$ cat src/hdl/dsrc_pkg.sv
// ---------------------------------------------------------------------------
// dsrc_pkg
// Shared types, widths and helpers for the dna symbol range counter.
// ---------------------------------------------------------------------------
package dsrc_pkg;

  localparam int WORD_W   = 64;
  localparam int SYMS     = 128;
  localparam int BLOCK_W  = 2 * SYMS;
  localparam int POS_W    = 8;
  localparam int CNT_W    = 8;
  localparam int CHUNK_W  = 16;
  localparam int N_CHUNK  = SYMS / CHUNK_W;
  localparam int PC_W     = $clog2(CHUNK_W + 1);
  localparam int N_LANE   = 4;
  localparam int ADDR_W   = 3;

  localparam logic [POS_W-1:0] POS_MAX = POS_W'(SYMS);

  // symbol codes
  localparam logic [1:0] SYM_A = 2'd0;
  localparam logic [1:0] SYM_C = 2'd1;
  localparam logic [1:0] SYM_G = 2'd2;
  localparam logic [1:0] SYM_T = 2'd3;

  // count lanes
  localparam int LANE_SEL = 0;
  localparam int LANE_C   = 1;
  localparam int LANE_G   = 2;
  localparam int LANE_T   = 3;

  // register indexes
  localparam logic REG_COUNT_ALL = 1'b0;

  typedef struct packed {
    logic               mode;
    logic [1:0]         symbol;
    logic [POS_W-1:0]   lo;
    logic [POS_W-1:0]   hi;
    logic [BLOCK_W-1:0] syms;
  } s1_t;

  typedef struct packed {
    logic                         mode;
    logic [POS_W-1:0]             len;
    logic [N_LANE-1:0][SYMS-1:0]  hits;
  } s2_t;

  typedef struct packed {
    logic                                     mode;
    logic [POS_W-1:0]                         len;
    logic [N_LANE-1:0][N_CHUNK-1:0][PC_W-1:0] part;
  } s3_t;

  typedef struct packed {
    logic                         mode;
    logic [POS_W-1:0]             len;
    logic [N_LANE-1:0][CNT_W-1:0] cnt;
  } s4_t;

  function automatic logic [PC_W-1:0] pop_chunk(input logic [CHUNK_W-1:0] x);
    logic [PC_W-1:0] n;
    n = '0;
    for (int i = 0; i < CHUNK_W; i++) begin
      n = n + PC_W'(x[i]);
    end
    return n;
  endfunction

  function automatic logic [POS_W-1:0] sat_pos(input logic [POS_W-1:0] p);
    return (p > POS_MAX) ? POS_MAX : p;
  endfunction

endpackage

$ cat src/hdl/dna_symbol_range_count.sv
// ---------------------------------------------------------------------------
// dna_symbol_range_count
// Counts symbols of a 128-symbol dna block between two positions.
// ---------------------------------------------------------------------------
// Usage:
//   A query word is taken at every rising edge with start high and busy low.
//   busy never rises, so a new word can be issued in every cycle.
//   Each query gives one result word on the out_ ports, flagged by out_valid
//   for exactly one cycle; the receiver must take it then, it cannot stall.
//   Each query passes through the registered steps clamp/sort, range mask and
//   match, chunk popcount, chunk sum, and the output register that forms
//   count_a and applies the mode.
//   Throughput is one word per cycle, set by the fully pipelined datapath.
//   count_all_mode sits at byte address 0 of the apb port; write it only
//   while no query is in flight. Reset clears the register (selected symbol
//   only) and empties the pipeline; nothing in flight survives reset.
// ---------------------------------------------------------------------------
module dna_symbol_range_count (
  input  logic                          clk,
  input  logic                          rst_n,
  input  logic                          psel,
  input  logic                          penable,
  input  logic                          pwrite,
  input  logic [dsrc_pkg::ADDR_W-1:0]   paddr,
  input  logic [31:0]                   pwdata,
  output logic [31:0]                   prdata,
  output logic                          pready,
  input  logic                          start,
  output logic                          busy,
  input  logic [dsrc_pkg::WORD_W-1:0]   in_block_bits_0,
  input  logic [dsrc_pkg::WORD_W-1:0]   in_block_bits_1,
  input  logic [dsrc_pkg::WORD_W-1:0]   in_block_bits_2,
  input  logic [dsrc_pkg::WORD_W-1:0]   in_block_bits_3,
  input  logic [dsrc_pkg::POS_W-1:0]    in_first_position,
  input  logic [dsrc_pkg::POS_W-1:0]    in_second_position,
  input  logic [1:0]                    in_symbol,
  output logic                          out_valid,
  output logic [dsrc_pkg::CNT_W-1:0]    out_selected_count,
  output logic [dsrc_pkg::CNT_W-1:0]    out_count_a,
  output logic [dsrc_pkg::CNT_W-1:0]    out_count_c,
  output logic [dsrc_pkg::CNT_W-1:0]    out_count_g,
  output logic [dsrc_pkg::CNT_W-1:0]    out_count_t
);
  import dsrc_pkg::*;

  logic             mode_r;
  logic             take;
  logic             vld1;
  logic             vld2;
  logic             vld4;
  s1_t              s1;
  s2_t              s2;
  s4_t              s4;
  logic             out_valid_r;
  logic [CNT_W-1:0] sel_r;
  logic [CNT_W-1:0] a_r;
  logic [CNT_W-1:0] c_r;
  logic [CNT_W-1:0] g_r;
  logic [CNT_W-1:0] t_r;
  logic [CNT_W-1:0] a_nxt;
  logic             reg_hit;

  // configuration port
  assign pready  = 1'b1;
  assign reg_hit = (paddr[ADDR_W-1:2] == REG_COUNT_ALL);
  assign prdata  = reg_hit ? {31'd0, mode_r} : 32'd0;

  always_ff @(posedge clk) begin
    if (!rst_n) begin
      mode_r <= 1'b0;
    end else if (psel && penable && pwrite && pready && reg_hit) begin
      mode_r <= pwdata[0];
    end
  end

  assign busy = 1'b0;
  assign take = start && !busy;

  dsrc_sort u_sort (
    .clk    (clk),
    .rst_n  (rst_n),
    .take   (take),
    .mode   (mode_r),
    .bits_0 (in_block_bits_0),
    .bits_1 (in_block_bits_1),
    .bits_2 (in_block_bits_2),
    .bits_3 (in_block_bits_3),
    .pos_a  (in_first_position),
    .pos_b  (in_second_position),
    .symbol (in_symbol),
    .vld    (vld1),
    .s1     (s1)
  );

  dsrc_match u_match (
    .clk    (clk),
    .rst_n  (rst_n),
    .vld_in (vld1),
    .s1     (s1),
    .vld    (vld2),
    .s2     (s2)
  );

  dsrc_popcount u_popcount (
    .clk    (clk),
    .rst_n  (rst_n),
    .vld_in (vld2),
    .s2     (s2),
    .vld    (vld4),
    .s4     (s4)
  );

  // a is whatever of the range is not c, g or t
  assign a_nxt = s4.len - s4.cnt[LANE_C] - s4.cnt[LANE_G] - s4.cnt[LANE_T];

  always_ff @(posedge clk) begin
    if (!rst_n) begin
      out_valid_r <= 1'b0;
    end else begin
      out_valid_r <= vld4;
    end
  end

  always_ff @(posedge clk) begin
    if (vld4) begin
      sel_r <= s4.cnt[LANE_SEL];
      a_r   <= s4.mode ? a_nxt : '0;
      c_r   <= s4.mode ? s4.cnt[LANE_C] : '0;
      g_r   <= s4.mode ? s4.cnt[LANE_G] : '0;
      t_r   <= s4.mode ? s4.cnt[LANE_T] : '0;
    end
  end

  assign out_valid          = out_valid_r;
  assign out_selected_count = sel_r;
  assign out_count_a        = a_r;
  assign out_count_c        = c_r;
  assign out_count_g        = g_r;
  assign out_count_t        = t_r;

endmodule

$ cat src/hdl/dsrc_sort.sv
// ---------------------------------------------------------------------------
// dsrc_sort
// Stage 1: clamps both positions, orders them and registers the block.
// ---------------------------------------------------------------------------
module dsrc_sort (
  input  logic                          clk,
  input  logic                          rst_n,
  input  logic                          take,
  input  logic                          mode,
  input  logic [dsrc_pkg::WORD_W-1:0]   bits_0,
  input  logic [dsrc_pkg::WORD_W-1:0]   bits_1,
  input  logic [dsrc_pkg::WORD_W-1:0]   bits_2,
  input  logic [dsrc_pkg::WORD_W-1:0]   bits_3,
  input  logic [dsrc_pkg::POS_W-1:0]    pos_a,
  input  logic [dsrc_pkg::POS_W-1:0]    pos_b,
  input  logic [1:0]                    symbol,
  output logic                          vld,
  output dsrc_pkg::s1_t                 s1
);
  import dsrc_pkg::*;

  logic             vld_r;
  s1_t              s1_r;
  s1_t              s1_nxt;
  logic [POS_W-1:0] pa;
  logic [POS_W-1:0] pb;

  always_comb begin
    pa            = sat_pos(pos_a);
    pb            = sat_pos(pos_b);
    s1_nxt.mode   = mode;
    s1_nxt.symbol = symbol;
    s1_nxt.lo     = (pa < pb) ? pa : pb;
    s1_nxt.hi     = (pa < pb) ? pb : pa;
    s1_nxt.syms   = {bits_0, bits_1, bits_2, bits_3};
  end

  always_ff @(posedge clk) begin
    if (!rst_n) begin
      vld_r <= 1'b0;
    end else begin
      vld_r <= take;
    end
  end

  always_ff @(posedge clk) begin
    if (take) begin
      s1_r <= s1_nxt;
    end
  end

  assign vld = vld_r;
  assign s1  = s1_r;

endmodule

$ cat src/hdl/dsrc_match.sv
// ---------------------------------------------------------------------------
// dsrc_match
// Stage 2: range mask and match bits for the selected symbol, c, g and t at all 128 positions.
// ---------------------------------------------------------------------------
module dsrc_match (
  input  logic          clk,
  input  logic          rst_n,
  input  logic          vld_in,
  input  dsrc_pkg::s1_t s1,
  output logic          vld,
  output dsrc_pkg::s2_t s2
);
  import dsrc_pkg::*;

  logic vld_r;
  s2_t  s2_r;
  s2_t  s2_nxt;

  always_comb begin
    logic       in_rng;
    logic [1:0] code;
    s2_nxt.mode = s1.mode;
    s2_nxt.len  = s1.hi - s1.lo;
    s2_nxt.hits = '0;
    for (int k = 0; k < SYMS; k++) begin
      // earliest symbol sits in the top bits of the block
      code   = s1.syms[BLOCK_W-1-2*k -: 2];
      in_rng = (POS_W'(k) >= s1.lo) && (POS_W'(k) < s1.hi);
      s2_nxt.hits[LANE_SEL][k] = in_rng && (code == s1.symbol);
      s2_nxt.hits[LANE_C][k]   = in_rng && (code == SYM_C);
      s2_nxt.hits[LANE_G][k]   = in_rng && (code == SYM_G);
      s2_nxt.hits[LANE_T][k]   = in_rng && (code == SYM_T);
    end
  end

  always_ff @(posedge clk) begin
    if (!rst_n) begin
      vld_r <= 1'b0;
    end else begin
      vld_r <= vld_in;
    end
  end

  always_ff @(posedge clk) begin
    if (vld_in) begin
      s2_r <= s2_nxt;
    end
  end

  assign vld = vld_r;
  assign s2  = s2_r;

endmodule

$ cat src/hdl/dsrc_popcount.sv
// ---------------------------------------------------------------------------
// dsrc_popcount
// Stages 3 and 4: 16-bit chunk popcounts, then sum of the chunks per lane.
// ---------------------------------------------------------------------------
module dsrc_popcount (
  input  logic          clk,
  input  logic          rst_n,
  input  logic          vld_in,
  input  dsrc_pkg::s2_t s2,
  output logic          vld,
  output dsrc_pkg::s4_t s4
);
  import dsrc_pkg::*;

  logic vld3_r;
  logic vld4_r;
  s3_t  s3_r;
  s3_t  s3_nxt;
  s4_t  s4_r;
  s4_t  s4_nxt;

  always_comb begin
    s3_nxt.mode = s2.mode;
    s3_nxt.len  = s2.len;
    for (int l = 0; l < N_LANE; l++) begin
      for (int c = 0; c < N_CHUNK; c++) begin
        s3_nxt.part[l][c] = pop_chunk(s2.hits[l][c*CHUNK_W +: CHUNK_W]);
      end
    end
  end

  always_comb begin
    s4_nxt.mode = s3_r.mode;
    s4_nxt.len  = s3_r.len;
    for (int l = 0; l < N_LANE; l++) begin
      s4_nxt.cnt[l] = '0;
      for (int c = 0; c < N_CHUNK; c++) begin
        s4_nxt.cnt[l] = s4_nxt.cnt[l] + CNT_W'(s3_r.part[l][c]);
      end
    end
  end

  always_ff @(posedge clk) begin
    if (!rst_n) begin
      vld3_r <= 1'b0;
      vld4_r <= 1'b0;
    end else begin
      vld3_r <= vld_in;
      vld4_r <= vld3_r;
    end
  end

  always_ff @(posedge clk) begin
    if (vld_in) begin
      s3_r <= s3_nxt;
    end
    if (vld3_r) begin
      s4_r <= s4_nxt;
    end
  end

  assign vld = vld4_r;
  assign s4  = s4_r;

endmodule
$ cat config.mk
export PLATFORM = sky130hd
export DESIGN_NAME = dna_symbol_range_count
export DESIGN_NICKNAME = d
export VERILOG_FILES = /design/src/hdl/dsrc_pkg.sv /design/src/hdl/dna_symbol_range_count.sv /design/src/hdl/dsrc_sort.sv /design/src/hdl/dsrc_match.sv /design/src/hdl/dsrc_popcount.sv
export SDC_FILE = /design/constraint.sdc
export NUM_CORES = 2
export LEC_CHECK = 0
export BUFFER_PORTS_ARGS = -buffer_cell sky130_fd_sc_hd__buf_4
export CELL_PAD_IN_SITES_DETAIL_PLACEMENT = 1
export CELL_PAD_IN_SITES_GLOBAL_PLACEMENT = 1
export CORE_MARGIN = 2
export CORE_UTILIZATION = 46
export CTS_BUF_LIST = sky130_fd_sc_hd__clkbuf_16
export DETAILED_ROUTE_END_ITERATION = 8
export PLACE_DENSITY_LB_ADDON = 0.1
export SLEW_MARGIN = 15
export SYNTH_ARGS = -nofsm -noshare
export SYNTH_HDL_FRONTEND = slang
export SYNTH_SLANG_ARGS = --single-unit
$ cat constraint.sdc
create_clock -name clk -period 12.4 [get_ports clk]
set_input_delay 0.62 -clock clk [delete_from_list [all_inputs] [get_ports clk]]
set_output_delay 0.62 -clock clk [all_outputs]
set_load 0.02 [all_outputs]
==> flow_summary.json <==
{
  "status": "finished, final reports clean",
  "start_util_pct": 46.3,
  "reg2reg_depth": 16,
  "clock_latency_ns": 0.74,
  "crit_buf_inv": 3,
  "ioPinCount": 390,
  "crit_fanout": 3,
  "coreArea_mm2": 0.128,
  "vdd_drop_max_mv": 0.221,
  "yosysUniqueCellTypes": 90,
  "place_inst": 6377,
  "worstSetupEndpointType": "flip-flop",
  "grt_max_degree": 163,
  "skew_ns": 0.0315,
  "yosysWarnings": 0,
  "dp_hpwl_um": 133000,
  "ant_nets": 0,
  "grt_pass1_wl_um": 248000,
  "wire_per_inst_um": 25.7,
  "syn_area_per_cell_um2": 13.2,
  "synthTopCellsByArea": "edfxtp_1 53%, fa_1 15%, ha_1 5.3%, inv_1 5.2%, xor2_1 4.0%",
  "cts.sinks": 1052,
  "required_ns": 12.86,
  "syn_area_mm2": 0.0591,
  "rrSetupSlack_ns": 7.18,
  "worst_slew_pin_slew_ns": 1.29,
  "p_per_area_mw_per_mm2": 233,
  "cts_buffers": 118,
  "clkTransAtPathRegs_ns": 0.06,
  "fin_cells": 6601,
  "dp_slack_ns": 7.15,
  "grt-ovfl-total": 0,
  "syn_inst": 4481,
  "relSlewSlack_pct": 13.6,
  "p_total_mw": 15.6,
  "clock.fmax_ghz": 0.192,
  "drcViolationCount": 0,
  "hold_path.class": "input port to flip-flop",
  "cts_buffer_depth": 3,
  "drt-initial-drc-count": 3073,
  "grt_usage_pct": 26.1,
  "drive_above_1_share_pct": 12.3,
  "ys_ff_latch": 1052,
  "rsz0062_at_grt": "false",
  "die_w_um": 362,
  "setup-tns-final_ns": 0,
  "layout_min_cycle_time_ns": 5.22,
  "dieArea_mm2": 0.131,
  "yosysTopAreaCell": "edfxtp_1",
  "yosysTopAreaCellShare_pct": 53.2,
  "hold_viol": 0,
  "nNetsFinal": 5839,
  "yosysSeqAreaShare_pct": 53.4,
  "crit_family": "adder cells",
  "num_vias": 35607,
  "drv_cap": 0,
  "port_buffers": 323,
  "synth_common_cells": "1046 x edfxtp_1, 814 x inv_1, 431 x fa_1, 271 x xor2_1, 251 x ha_1",
  "cts_resized": 0,
  "cp.depth": 16,
  "slowest_delay_ns": 0.56,
  "path_common_cell": "fa_1",
  "htreeDepth": 3,
  "antenna_found_initial": 15,
  "setup_ws_ns": 7.18,
  "synth_edf_count": 1046,
  "cts-root-buf": "clkbuf_16",
  "die_h_um": 362,
  "p_leak_nw": 27.4,
  "grt_pass1_vias": 37809,
  "crit_path_start_kind": "flip-flop",
  "critPathKind": "flip-flop to flip-flop",
  "gp_congestion": 0.922,
  "wl_um": 170000,
  "num_rows": 131,
  "arrival_ns": 5.68,
  "first_pass_iters": 5,
  "async_flop_share_pct": 0,
  "hold_ws_ns": 0.0533,
  "area_growth_pct": 13.4,
  "synth.most_common_cell": "edfxtp_1",
  "cts_tree": "done",
  "synth_ff_type": "edfxtp_1",
  "min_path_cells": 1,
  "crit_chain": "ha_1 > fa_1 > xor2_1 > fa_1 > inv_1 > fa_1 > fa_1 > inv_1 > fa_1 > inv_1 > fa_1 > nor2b_1 > o21ai_0 > a21boi_0 > or4_1 > nand3_1",
  "finalMaxSlewViolations": 0,
  "num-fill-cells": 12780,
  "drt-vias-per-instance": 5.39,
  "crit_slowest_cell": "fa_1",
  "post-route-period-util_pct": 42.1,
  "finalSetupViolations": 0
}
worst paths after layout:
path / startpoint / endpoint
setup reg to reg: u_popcount.s3_r[45]$_DFFE_PP_ / u_popcount.s4[15]$_DFFE_PP_
hold reg to reg: u_popcount.s4[4]$_DFFE_PP_ / out_selected_count[4]$_DFFE_PP_
setup / recovery: u_popcount.s3_r[45]$_DFFE_PP_ / u_popcount.s4[15]$_DFFE_PP_
hold / removal: in_block_bits_3[7] / u_sort.s1[7]$_DFFE_PP_
metal layers:
layer | vias up | track usage, % | part of all wire, %
met2 | 1112 | 42.2 | 47
met1 | 18182 | 35.6 | 43
met5 | - | 0 | 0.024
li1 | 16016 | - | -
met4 | 6 | 8.19 | 3.4
met3 | 291 | 5.06 | 6.5
layout make-up:
class,count,area [um^2],area share (%)
antenna,4,10.0,0.0149
clock buffer,122,3050,4.56
clock inverter,91,673,1.00
inverter,816,3060,4.57
multi-input combinational,2486,23800,35.5
sequential,1052,31500,47.1
tap,1662,2080,3.10
timing repair buffer,368,2810,4.20
registers in the layout, indices dropped and copies added, names as in the netlist:
signal and cells:
mode_r 1, u_popcount.s3_r 169, out_count_t 8, u_popcount.vld 1, u_match.vld 1, out_count_a 8
u_sort.vld 1, out_selected_count 8, u_popcount.vld3_r 1, out_valid 1, u_popcount.s4 41, out_count_c 8
u_sort.s1 275, out_count_g 8, u_match.s2 521
metrics by stage:
step | cell area (um^2) | util (%)
5_1_grt | 67000 | 52.5
3_3_place_gp | 63200 | 49.5
2_1_floorplan | 59200 | -
6_report | 67000 | 52.5
3_5_place_dp | 63200 | 49.5
4_1_cts | 67000 | 52.5
placed cells by master, fill, tap and decap left out, types with 21 or more instances in the layout:
cell	count
nand2_1	143
xor2_1	271
o221ai_1	27
o21ai_0	32
clkbuf_16	122
o211ai_1	27
nor3b_1	87
xnor2_1	93
clkinv_1	27
inv_1	838
edfxtp_1	1046
buf_4	358
nor2b_1	46
a21oi_1	124
and3_1	110
fa_1	431
conb_1	33
a211oi_1	25
nor2_1	170
nand3_1	37
a21o_1	63
clkinv_2	21
ha_1	251
and2_1	42
nor3_1	196
a221oi_1	24
cells by family (layout without fill, tap and decap cells):
| kind of cell | count (synthesis) | in the layout | synth area share [%] |
|---|---|---|---|
| other | 2 | 37 | 0.0127 |
| buffers and inverters | 974 | 1397 | 6.66 |
| AO/OA/AOI/OAI | 450 | 450 | 5.60 |
| adder cells (fa/ha/maj) | 682 | 682 | 19.9 |
| flip-flops | 1052 | 1052 | 53.4 |
| multiplexers | 2 | 2 | 0.0339 |
| AND/OR/NAND/NOR | 955 | 955 | 8.99 |
| XOR/XNOR | 364 | 364 | 5.40 |
where the power goes:
group          internal (mW)  switching (mW)  leakage, nW  total (mW)
clock network           1.95            1.44         1.91        3.39
logic                   2.98            4.25         16.1        7.23
registers               4.74           0.265         9.38        5.00
what timing repair did:
item | CTS | global route
buffers inserted | 0 | 0
hold buffers | 7 | 0
hold endpoints to repair | 7 | 0
Power figures use the tool's default switching activity.
